### src/kvpem_pkg.sv
package kvpem_pkg;

    // Default sizing of the page table.
    localparam int NUM_PAGES_DEF   = 256;
    localparam int PAGE_TOKENS_DEF = 16;

    // Field widths.
    localparam int OP_W    = 2;
    localparam int TOKEN_W = 12;
    localparam int SCORE_W = 16;
    localparam int CNT_W   = 9;
    localparam int PIN_W   = 8;
    localparam int CFG_IDX_W = 1;

    localparam logic [PIN_W-1:0] PIN_MAX = 8'hFF;

    // Configuration register indexes and reset values.
    localparam logic [CFG_IDX_W-1:0] CFG_MAX_RESIDENT  = 1'b0;
    localparam logic [CFG_IDX_W-1:0] CFG_EVICTION_BAND = 1'b1;
    localparam logic [CNT_W-1:0] MAX_RESIDENT_RST  = 9'd256;
    localparam logic [CNT_W-1:0] EVICTION_BAND_RST = 9'd8;

    typedef enum logic [OP_W-1:0] {
        OP_TOUCH = 2'd0,
        OP_EVICT = 2'd1,
        OP_PIN   = 2'd2,
        OP_UNPIN = 2'd3
    } t_op;

    // One page table entry as stored in memory.
    typedef struct packed {
        logic [PIN_W-1:0]   pins;
        logic               present;
        logic [SCORE_W-1:0] score;
    } t_entry;

    localparam int ENTRY_W = $bits(t_entry);

    // Commands from the controller to the datapath.
    typedef struct packed {
        logic accept;
        logic clear;
        logic div_step;
        logic scan_step;
        logic load_tgt;
        logic ev_write;
        logic apply_rd;
        logic apply_ent;
        logic out_load;
    } t_cmd;

    // Status from the datapath to the controller.
    typedef struct packed {
        logic clr_last;
        logic div_done;
        logic scan_last;
        logic is_touch;
        logic is_evict;
        logic present;
        logic trigger;
        logic tgt_zero;
        logic ev_more;
        logic out_free;
    } t_sts;

endpackage

### src/kvpem_ctrl.sv
module kvpem_ctrl import kvpem_pkg::*; (
    input  logic i_clk,
    input  logic i_rst_n,
    input  logic i_req_valid,
    output logic o_req_ready,
    input  t_sts i_sts,
    output t_cmd o_cmd
);
    typedef enum logic [9:0] {
        S_CLEAR   = 10'b0000000001,
        S_IDLE    = 10'b0000000010,
        S_DIV     = 10'b0000000100,
        S_READ    = 10'b0000001000,
        S_LOOK    = 10'b0000010000,
        S_SCAN    = 10'b0000100000,
        S_DRAIN   = 10'b0001000000,
        S_EVWR    = 10'b0010000000,
        S_TOUCHWR = 10'b0100000000,
        S_FIN     = 10'b1000000000
    } t_state;

    t_state r_state, n_state;

    always_ff @(posedge i_clk) begin
        if (!i_rst_n) begin
            r_state <= S_CLEAR;
        end else begin
            r_state <= n_state;
        end
    end

    assign o_req_ready = (r_state == S_IDLE);

    // Next state and command decode.
    always_comb begin
        n_state = r_state;
        o_cmd   = '0;
        case (r_state)
            S_CLEAR: begin
                o_cmd.clear = 1'b1;
                if (i_sts.clr_last) begin
                    n_state = S_IDLE;
                end
            end
            S_IDLE: begin
                if (i_req_valid) begin
                    o_cmd.accept = 1'b1;
                    n_state = S_DIV;
                end
            end
            S_DIV: begin
                o_cmd.div_step = 1'b1;
                if (i_sts.div_done) begin
                    n_state = S_READ;
                end
            end
            S_READ: begin
                n_state = S_LOOK;
            end
            S_LOOK: begin
                if (i_sts.is_evict || (i_sts.is_touch && !i_sts.present && i_sts.trigger)) begin
                    o_cmd.load_tgt = 1'b1;
                    if (!i_sts.tgt_zero) begin
                        n_state = S_SCAN;
                    end else if (i_sts.is_touch) begin
                        n_state = S_TOUCHWR;
                    end else begin
                        n_state = S_FIN;
                    end
                end else begin
                    o_cmd.apply_rd = 1'b1;
                    n_state = S_FIN;
                end
            end
            S_SCAN: begin
                o_cmd.scan_step = 1'b1;
                if (i_sts.scan_last) begin
                    n_state = S_DRAIN;
                end
            end
            S_DRAIN: begin
                n_state = S_EVWR;
            end
            S_EVWR: begin
                o_cmd.ev_write = 1'b1;
                if (i_sts.ev_more) begin
                    n_state = S_SCAN;
                end else if (i_sts.is_touch) begin
                    n_state = S_TOUCHWR;
                end else begin
                    n_state = S_FIN;
                end
            end
            S_TOUCHWR: begin
                o_cmd.apply_ent = 1'b1;
                n_state = S_FIN;
            end
            S_FIN: begin
                if (i_sts.out_free) begin
                    o_cmd.out_load = 1'b1;
                    n_state = S_IDLE;
                end
            end
            default: begin
                n_state = S_CLEAR;
            end
        endcase
    end
endmodule

### config.mk
export PLATFORM = sky130hd
export DESIGN_NAME = kvpem_ctrl
export DESIGN_NICKNAME = d
export VERILOG_FILES = /design/src/kvpem_pkg.sv /design/src/kvpem_ctrl.sv
export SDC_FILE = /design/constraint.sdc
export NUM_CORES = 1
export LEC_CHECK = 0
export BUFFER_PORTS_ARGS = -buffer_cell sky130_fd_sc_hd__buf_2
export CORE_UTILIZATION = 49
export DETAILED_ROUTE_END_ITERATION = 8
export GPL_ROUTABILITY_DRIVEN = 0
export PLACE_DENSITY = 0.77
export SETUP_SLACK_MARGIN = 0.1
export SLEW_MARGIN = 25
export SYNTH_ARGS = -nofsm -noshare
export SYNTH_HDL_FRONTEND = slang
export SYNTH_SLANG_ARGS = --single-unit
### constraint.sdc
create_clock -name i_clk -period 2.6 [get_ports i_clk]
set_input_delay 0.52 -clock i_clk [delete_from_list [all_inputs] [get_ports i_clk]]
set_output_delay 0.52 -clock i_clk [all_outputs]
set_load 0.02 [all_outputs]
=== After elaboration in Yosys (flattened, before gate mapping) ===
Index checks and enable logic that the tools add are counted.

* Register bits: 10
* Latch bits: 0
* Memory bits (writable): 0
* ROM bits: 0
* Bits of input ports: 13
* Output and inout port bits: 10
* Logic and storage cells: 44
* Memories kept: 0

* Add/subtract/negate cells: 0
* Multiply operators: 0
* Divide/modulo/power cells: 0
* Order comparisons: 0
* Equality and inequality tests: 15
* Shift operators: 0
* Muxes and demuxes: 23
* Bitwise gates (word level): 0
* Reductions and logical operators: 5

{| class="wikitable"
|+ Operator list
! cell !! count
|-
| one-hot mux 10 bit (10 select lines) || 1
|-
| two-way mux 10 bit || 9
|-
| two-way mux 1 bit || 13
|-
| == test 10 x 1 -> 1 bit (second input constant) || 1
|-
| == test 10 bit (second input constant) || 1
|-
| == test 10 x 2 -> 1 bit (second input constant) || 1
|-
| == test 10 x 3 -> 1 bit (second input constant) || 1
|-
| == test 10 x 4 -> 1 bit (second input constant) || 1
|-
| == test 10 x 5 -> 1 bit (second input constant) || 1
|-
| == test 10 x 6 -> 1 bit (second input constant) || 1
|-
| == test 10 x 7 -> 1 bit (second input constant) || 1
|-
| == test 10 x 8 -> 1 bit (second input constant) || 1
|-
| == test 10 x 9 -> 1 bit (second input constant) || 1
|-
| != test 2 bit (second input constant) || 5
|-
| AND reduction 5 bit || 1
|-
| logical AND 1 bit || 2
|-
| zero test 1 bit || 1
|-
| logical OR 1 bit || 1
|}

=== Logic depth before layout (Yosys ltp) ===
Gate-level depths: netlist of run 1.

* Word-level depth: 6
* Depth in mapped cells: 6

=== Worst setup path before layout of run 1 ===
No wires, ideal clock.

* Path type: register to output
* Start point: register r_state[3]
* End point: output port o_cmd[8] in the netlist's numbering
* Arrival time: 2.251 ns
* Path slack: -0.171 ns
* Cell stages (with the launch flop): 7
* Buffers on the path: 1
* Cells stage by stage: dfxtp_1 -> buf_6 -> nor3_1 -> nand2_2 -> nor4b_1 -> nand2_1 -> inv_1

{| class="wikitable"
|+ RTL lines
! what !! line !! RTL
|-
| from (decl) || kvpem_ctrl.sv:22 || <nowiki>t_state r_state, n_state;</nowiki>
|-
| from (signal assigned) || kvpem_ctrl.sv:28 || <nowiki>r_state <= n_state;</nowiki>
|-
| to (decl) || kvpem_ctrl.sv:7 || <nowiki>output t_cmd o_cmd</nowiki>
|}

==> out/metrics.cfg, run 1 <==
[timing]
slew_headroom_pct = 71.80
finalSetupTns_ns = 0
finalCriticalPeriod_ns = 2.304
fin_crit_sh_pct = 88.62
slew_violations = 0
setup_viol = 0
rsz0062_at_grt = no
fmax_mhz = 434.0
finalHoldViolations = 0
skew_ns = 0.008128
worstMarginPinSlew_ns = 0.4230

[cts]
cts_tree = yes
clock_latency_ns = 0.28
cts_hold_buf = 0
clock_path_buffers = 2
h-tree-depth = 1
path_clk_slew_ns = 0.08
cts_root_buffer = clkbuf_4
numCtsBuffers = 3
cts_sinks = 10

[critical_path]
cp.arrival_ns = 1.78
critPathKind = reg -> out
r2r_cells = 5
worst_ep_required_time_ns = 2.08
critPathMaxFanout = 6
endpoint_kind = primary output
crit_path_start_kind = flip-flop

[final_layout]
fin_nets = 142
layout-drive-gt1-share_pct = 31.25
top_regs = r_state: 10 flops
largest-register = r_state
areaGrowthSynthToFinish_pct = 23.06
largest_reg_flops = 10
fin_cells = 143
n_antenna_cell = 0
finish.instance_area_um2 = 934.6

[synthesis]
synthesis.nets = 118
ys_seq_area_share_pct = 26.36
synth_area_leaders = dfxtp_1 26%, nor2_1 5.9%, nor3_1 5.3%
async_flop_share_pct = 0
synth_warnings = 0
synth_edf_count = 0
syn_avg_cell_area_um2 = 7.233
synth_top_area_share_pct = 26.36
yosysTopAreaCell = dfxtp_1
synth_cell_types = 34
ys_ff_latch = 10
synth_common_cells = 12 x nor2_1, 10 x dfxtp_1, 8 x nand2_1, 8 x nor3_1, 7 x nand3_1
postSynthCellCount = 105
ys.flop_type = dfxtp_1
syn_area_um2 = 759.5
yosysMostFrequentCell = nor2_1

[route]
drtPass1Iterations = 5
ant_nets = 0
drc = 0
postRouteWirelength_um = 1980
via_per_inst = 6.196
drt-wirelength-per-cell_um = 13.85
drt-initial-drc-count = 51
dr_total_vias = 886

[worst_hold_path]
hold_depth = 3
min_path_type = in -> reg

[floorplan]
top_level_ports = 23
die_w_um = 41.37
initial_core_util_pct = 55.59
dieArea_mm2 = 0.001711
num_rows = 13
fp.dieH_um = 41.37
core_mm2 = 0.001366

[pwr]
p_total_mw = 0.6165
powerDensity_mw_per_mm2 = 659.6
power.leakage_nw = 0.4125
ir_drop_mv = 0.3549

[global_routing]
grt_pass1_wl_um = 2842
track_usage_pct = 26.23
grt_pass1_vias = 667
antenna_found_initial = 0
grt_max_degree = 13
overflow = 0

[placement]
dp.cells = 138
placed_area_um2 = 875.8
dpl.hpwl_um = 1445
port_buffers = 22

[status]
outcome = completed

[job]
cap_violations = 0

-- area by class of cell --
class	count	area [um^2]
fillers	124	431.7
clock buffers	4	36.28
inverters	6	22.52
well taps	15	18.77
repair buffers	26	140.1
flip-flops and latches	10	201.4
multi-input cells	82	515.5
-- stage by stage --
| step | setup WS, ns | utilization [%] | hold WS [ns] |
|---|---|---|---|
| 2_1_floorplan | 0.1546 | - | 0.5257 |
| 3_3_place_gp | 0.5356 | 64.10 | 0.5615 |
| 3_5_place_dp | 0.4308 | 64.10 | 0.5717 |
| 4_1_cts | 0.1206 | 66.76 | 0.4660 |
| 5_1_grt | 0.1401 | 68.41 | 0.4869 |
| 6_report | 0.2960 | 68.41 | 0.4597 |
-- metal layers --
layer  wire length [um]  share of wire [%]  up-vias  GRT usage, %
met3                185                9.3        3         6.915
li1                   -                  -      436             -
met1                863                 44      386         33.22
met5                  0                  0        -             0
met4                 20                1.0        0         14.52
met2                910                 46       61         40.23
-- timing repair --
action	4_1_cts	5_1_grt
resized for setup	0	3
endpoints found under the setup margin	0	3
setup buffers	0	1
-- worst max-delay path, cell delays in order, from the launching register on --
cell and delay (ns):
dfxtp_1 0.38, nor4_4 0.36, buf_4 0.18, nand2_1 0.07, nor4b_1 0.28, buf_2 0.23
-- final timing paths --
| kind | start | endpoint | slack (ns) |
|---|---|---|---|
| worst min-delay path | i_sts[7] | r_state[6] | 0.46 |
| worst max register to register | r_state[5] | r_state[1] | 0.58 |
| worst max-delay path | r_state[4] | o_cmd[1] | 0.30 |
| worst min register to register | r_state[8] | r_state[4] | 0.58 |
-- cell usage in the layout, fill, tap and decap left out, types with 2 or more instances in the layout --
cell type	count
nand3_1	7
or3_1	2
xnor2_1	2
nor3_2	2
dfxtp_1	9
a31oi_1	2
nor3b_1	3
o21ai_0	5
a21oi_1	6
nor4b_1	3
nor3_1	7
nand2_1	8
nor4_1	3
buf_2	22
clkbuf_4	3
nand2b_1	2
buf_4	4
nor2_1	12
or4_1	2
inv_1	6
-- cell families after synthesis --
| kind of cell | share of synthesized area (%) |
|---|---|
| muxes | 1.483 |
| and+or+nand+nor | 44.48 |
| buffers and inverters | 8.402 |
| AOI/OAI and AO/OA | 15.82 |
| DFF | 26.36 |
| xor gates and xnor gates | 3.460 |
-- power by group --
group	internal, mW	leakage, nW	switching, mW
Clock	0.0854	0.0210	0.0639
Sequential	0.170	0.0816	0.0473
Combinational	0.114	0.310	0.136
(Power assumes the default switching activity.)
==> inputs of run 2 (changes only) <==
- CORE_UTILIZATION: 49 -> 53
- PLACE_DENSITY: 0.77 -> 0.82
- clock period: 2.6 -> 2.7 ns (I/O delays scaled with it)
==> out/metrics.cfg, run 2 (synthesis gave the netlist of run 1 again) <==
[final_layout]
areaGrowthSynthToFinish_pct = 19.28
fin_nets = 139  ; -2.1%
n_antenna_cell = 0  ; unchanged
multiInputGateArea_um2 = 510.5  ; -0.97%
seq_area_um2 = 200.2  ; -0.62%
layout-drive-gt1-share_pct = 28.00  ; -3.2 points
fillers = 114  ; -8.1%
top_regs = r_state: 10 flops
layout_common_cells = 22 x buf_2, 12 x nor2_1, 10 x dfxtp_1
largest-register = r_state
largest_reg_flops = 10  ; unchanged
final_common_cell = buf_2

[route]
m1WireLength_um = 845  ; -2.1%
postRouteWirelength_um = 1869  ; -5.6%
via_per_inst = 6.214  ; +0.30%
drtPass1Iterations = 4  ; -1
dr.max_layer_used = met4
drc = 0  ; unchanged
dr_total_vias = 870  ; -1.8%
drt-wirelength-per-cell_um = 13.35  ; -3.6%
ant_nets = 0  ; unchanged
wl_met2_um = 890  ; -2.2%
drt-initial-drc-count = 31  ; -39%
route.met3.wl_um = 107  ; -42%

[timing]
fin_crit_sh_pct = 86.98
finalCriticalPeriod_ns = 2.348
holdWs_ns = 0.4940  ; +0.03433 ns
finalHoldViolations = 0  ; unchanged
finalSetupTns_ns = 0  ; unchanged
fin_ws_ns = 0.3515  ; +0.05555 ns
fmax_mhz = 425.8
skew_ns = 0.004827  ; -0.003301 ns
worstMarginPinSlew_ns = 0.5101  ; +0.08714 ns
slew_violations = 0  ; unchanged
setup_viol = 0  ; unchanged
slew_headroom_pct = 65.51  ; -6.3 points
rsz0062_at_grt = no

[critical_path]
cp.arrival_ns = 1.81  ; +0.03 ns
worst_r2r_endpoint = r_state[1]
endpoint_kind = primary output
crit_path_start_kind = flip-flop
reg2reg_from = r_state[5]
crit_path_start = r_state[5]
worst_ep_required_time_ns = 2.16  ; +0.08 ns
r2r_cells = 5  ; unchanged
crit_path_end = o_cmd[8]
critPathKind = reg -> out
critPathMaxFanout = 8  ; +2
rrSetupSlack_ns = 0.66  ; +0.08 ns

[placement]
port_buffers = 22  ; unchanged
dpl.hpwl_um = 1386  ; -4.1%
place_ws_ns = 0.5582  ; +0.1274 ns

[global_routing]
antenna_found_initial = 0  ; unchanged
track_usage_pct = 24.79  ; -1.4 points
overflow = 0  ; unchanged
grt_pass1_wl_um = 2615  ; -8.0%
grt_max_degree = 13  ; unchanged
grt_pass1_vias = 634  ; -4.9%

[floorplan]
initial_core_util_pct = 57.64  ; +2.1 points
core_mm2 = 0.001318  ; -3.6%
top_level_ports = 23  ; unchanged
num_rows = 13  ; unchanged
fp.dieH_um = 39.86  ; -3.7%
dieArea_mm2 = 0.001588  ; -7.2%
die_w_um = 39.86  ; -3.7%

[cts]
path_clk_slew_ns = 0.07  ; about the same
clock_path_buffers = 2  ; unchanged
cts_root_buffer = clkbuf_4
cts_tree = yes
numCtsBuffers = 3  ; unchanged
cts_sinks = 10  ; unchanged
postCtsSetupBuffers = 0  ; unchanged
clock_latency_ns = 0.27  ; about the same
h-tree-depth = 1  ; unchanged

[pwr]
powerDensity_mw_per_mm2 = 633.1  ; -4.0%
ir_drop_mv = 0.3398  ; -4.3%
power.leakage_nw = 0.3960  ; -4.0%

[status]
outcome = completed

[job]
cap_violations = 0  ; unchanged

[worst_hold_path]
min_path_type = in -> reg

==> run 2: changes by cell type in the layout (fill, tap and decap cells not counted), sizes merged <==
cell and delta:
buf -3
==> run 2: cell type report <==
class / count / area share [%]
inverter: 6 / 2.486
multi-input combinational: 82 / 56.35
clock buffer: 4 / 4.006
sequential: 10 / 22.10
tap: 15 / 2.072
timing repair buffer: 23 / 12.98
==> run 2: repair_timing <==
item                                   4_1_cts  5_1_grt
setup endpoints to repair                    0        1
hold buffers                                 0        0
resized for setup                            0        1
endpoints found under the hold margin        0        0
==> run 2: routing by layer <==
metal / up-vias / global-route usage (%)
met1: 395 / 31.86
met5: - / 0
met4: 0 / 10.34
li1: 430 / -
met2: 40 / 40.57
met3: 5 / 3.409
==> run 2: worst max-delay path, cell delays in order, from the launching register on <==
cell     delay, ns
dfxtp_1       0.40
nor4_4        0.40
nand2_2       0.13
nor4b_2       0.29
nand2_1       0.11
inv_1         0.05
buf_2         0.15
==> run 2: per-stage QoR <==
stage	cells	cell area (um^2)	power, mW	utilization, %
after CTS	140	897.1	0.5700	68.09
after detailed placement	136	860.8	0.4368	65.34
final	140	905.9	0.5735	68.76
after global routing	140	905.9	0.6150	68.76
after floorplan	105	765.7	0.3811	-
after global placement	136	860.8	0.4333	65.34
==> run 2: worst min-delay path by stage <==
| stage | startpoint | endpoint | slack [ns] | cells past startpoint |
|---|---|---|---|---|
| finish | i_sts[7] | r_state[6] | 0.49 | 3 |
| global route | i_sts[7] | r_state[6] | 0.49 | 3 |
| CTS | i_sts[7] | r_state[6] | 0.49 | 3 |
| detailed placement | r_state[6] | r_state[7] | 0.58 | 2 |
| global placement | r_state[3] | r_state[4] | 0.57 | 2 |
| floorplan | r_state[6] | r_state[7] | 0.53 | 2 |
==> run 2: power by group <==
group	switching (mW)	internal [mW]
sequential	0.0464	0.163
clock	0.0542	0.0820
combinational	0.127	0.100
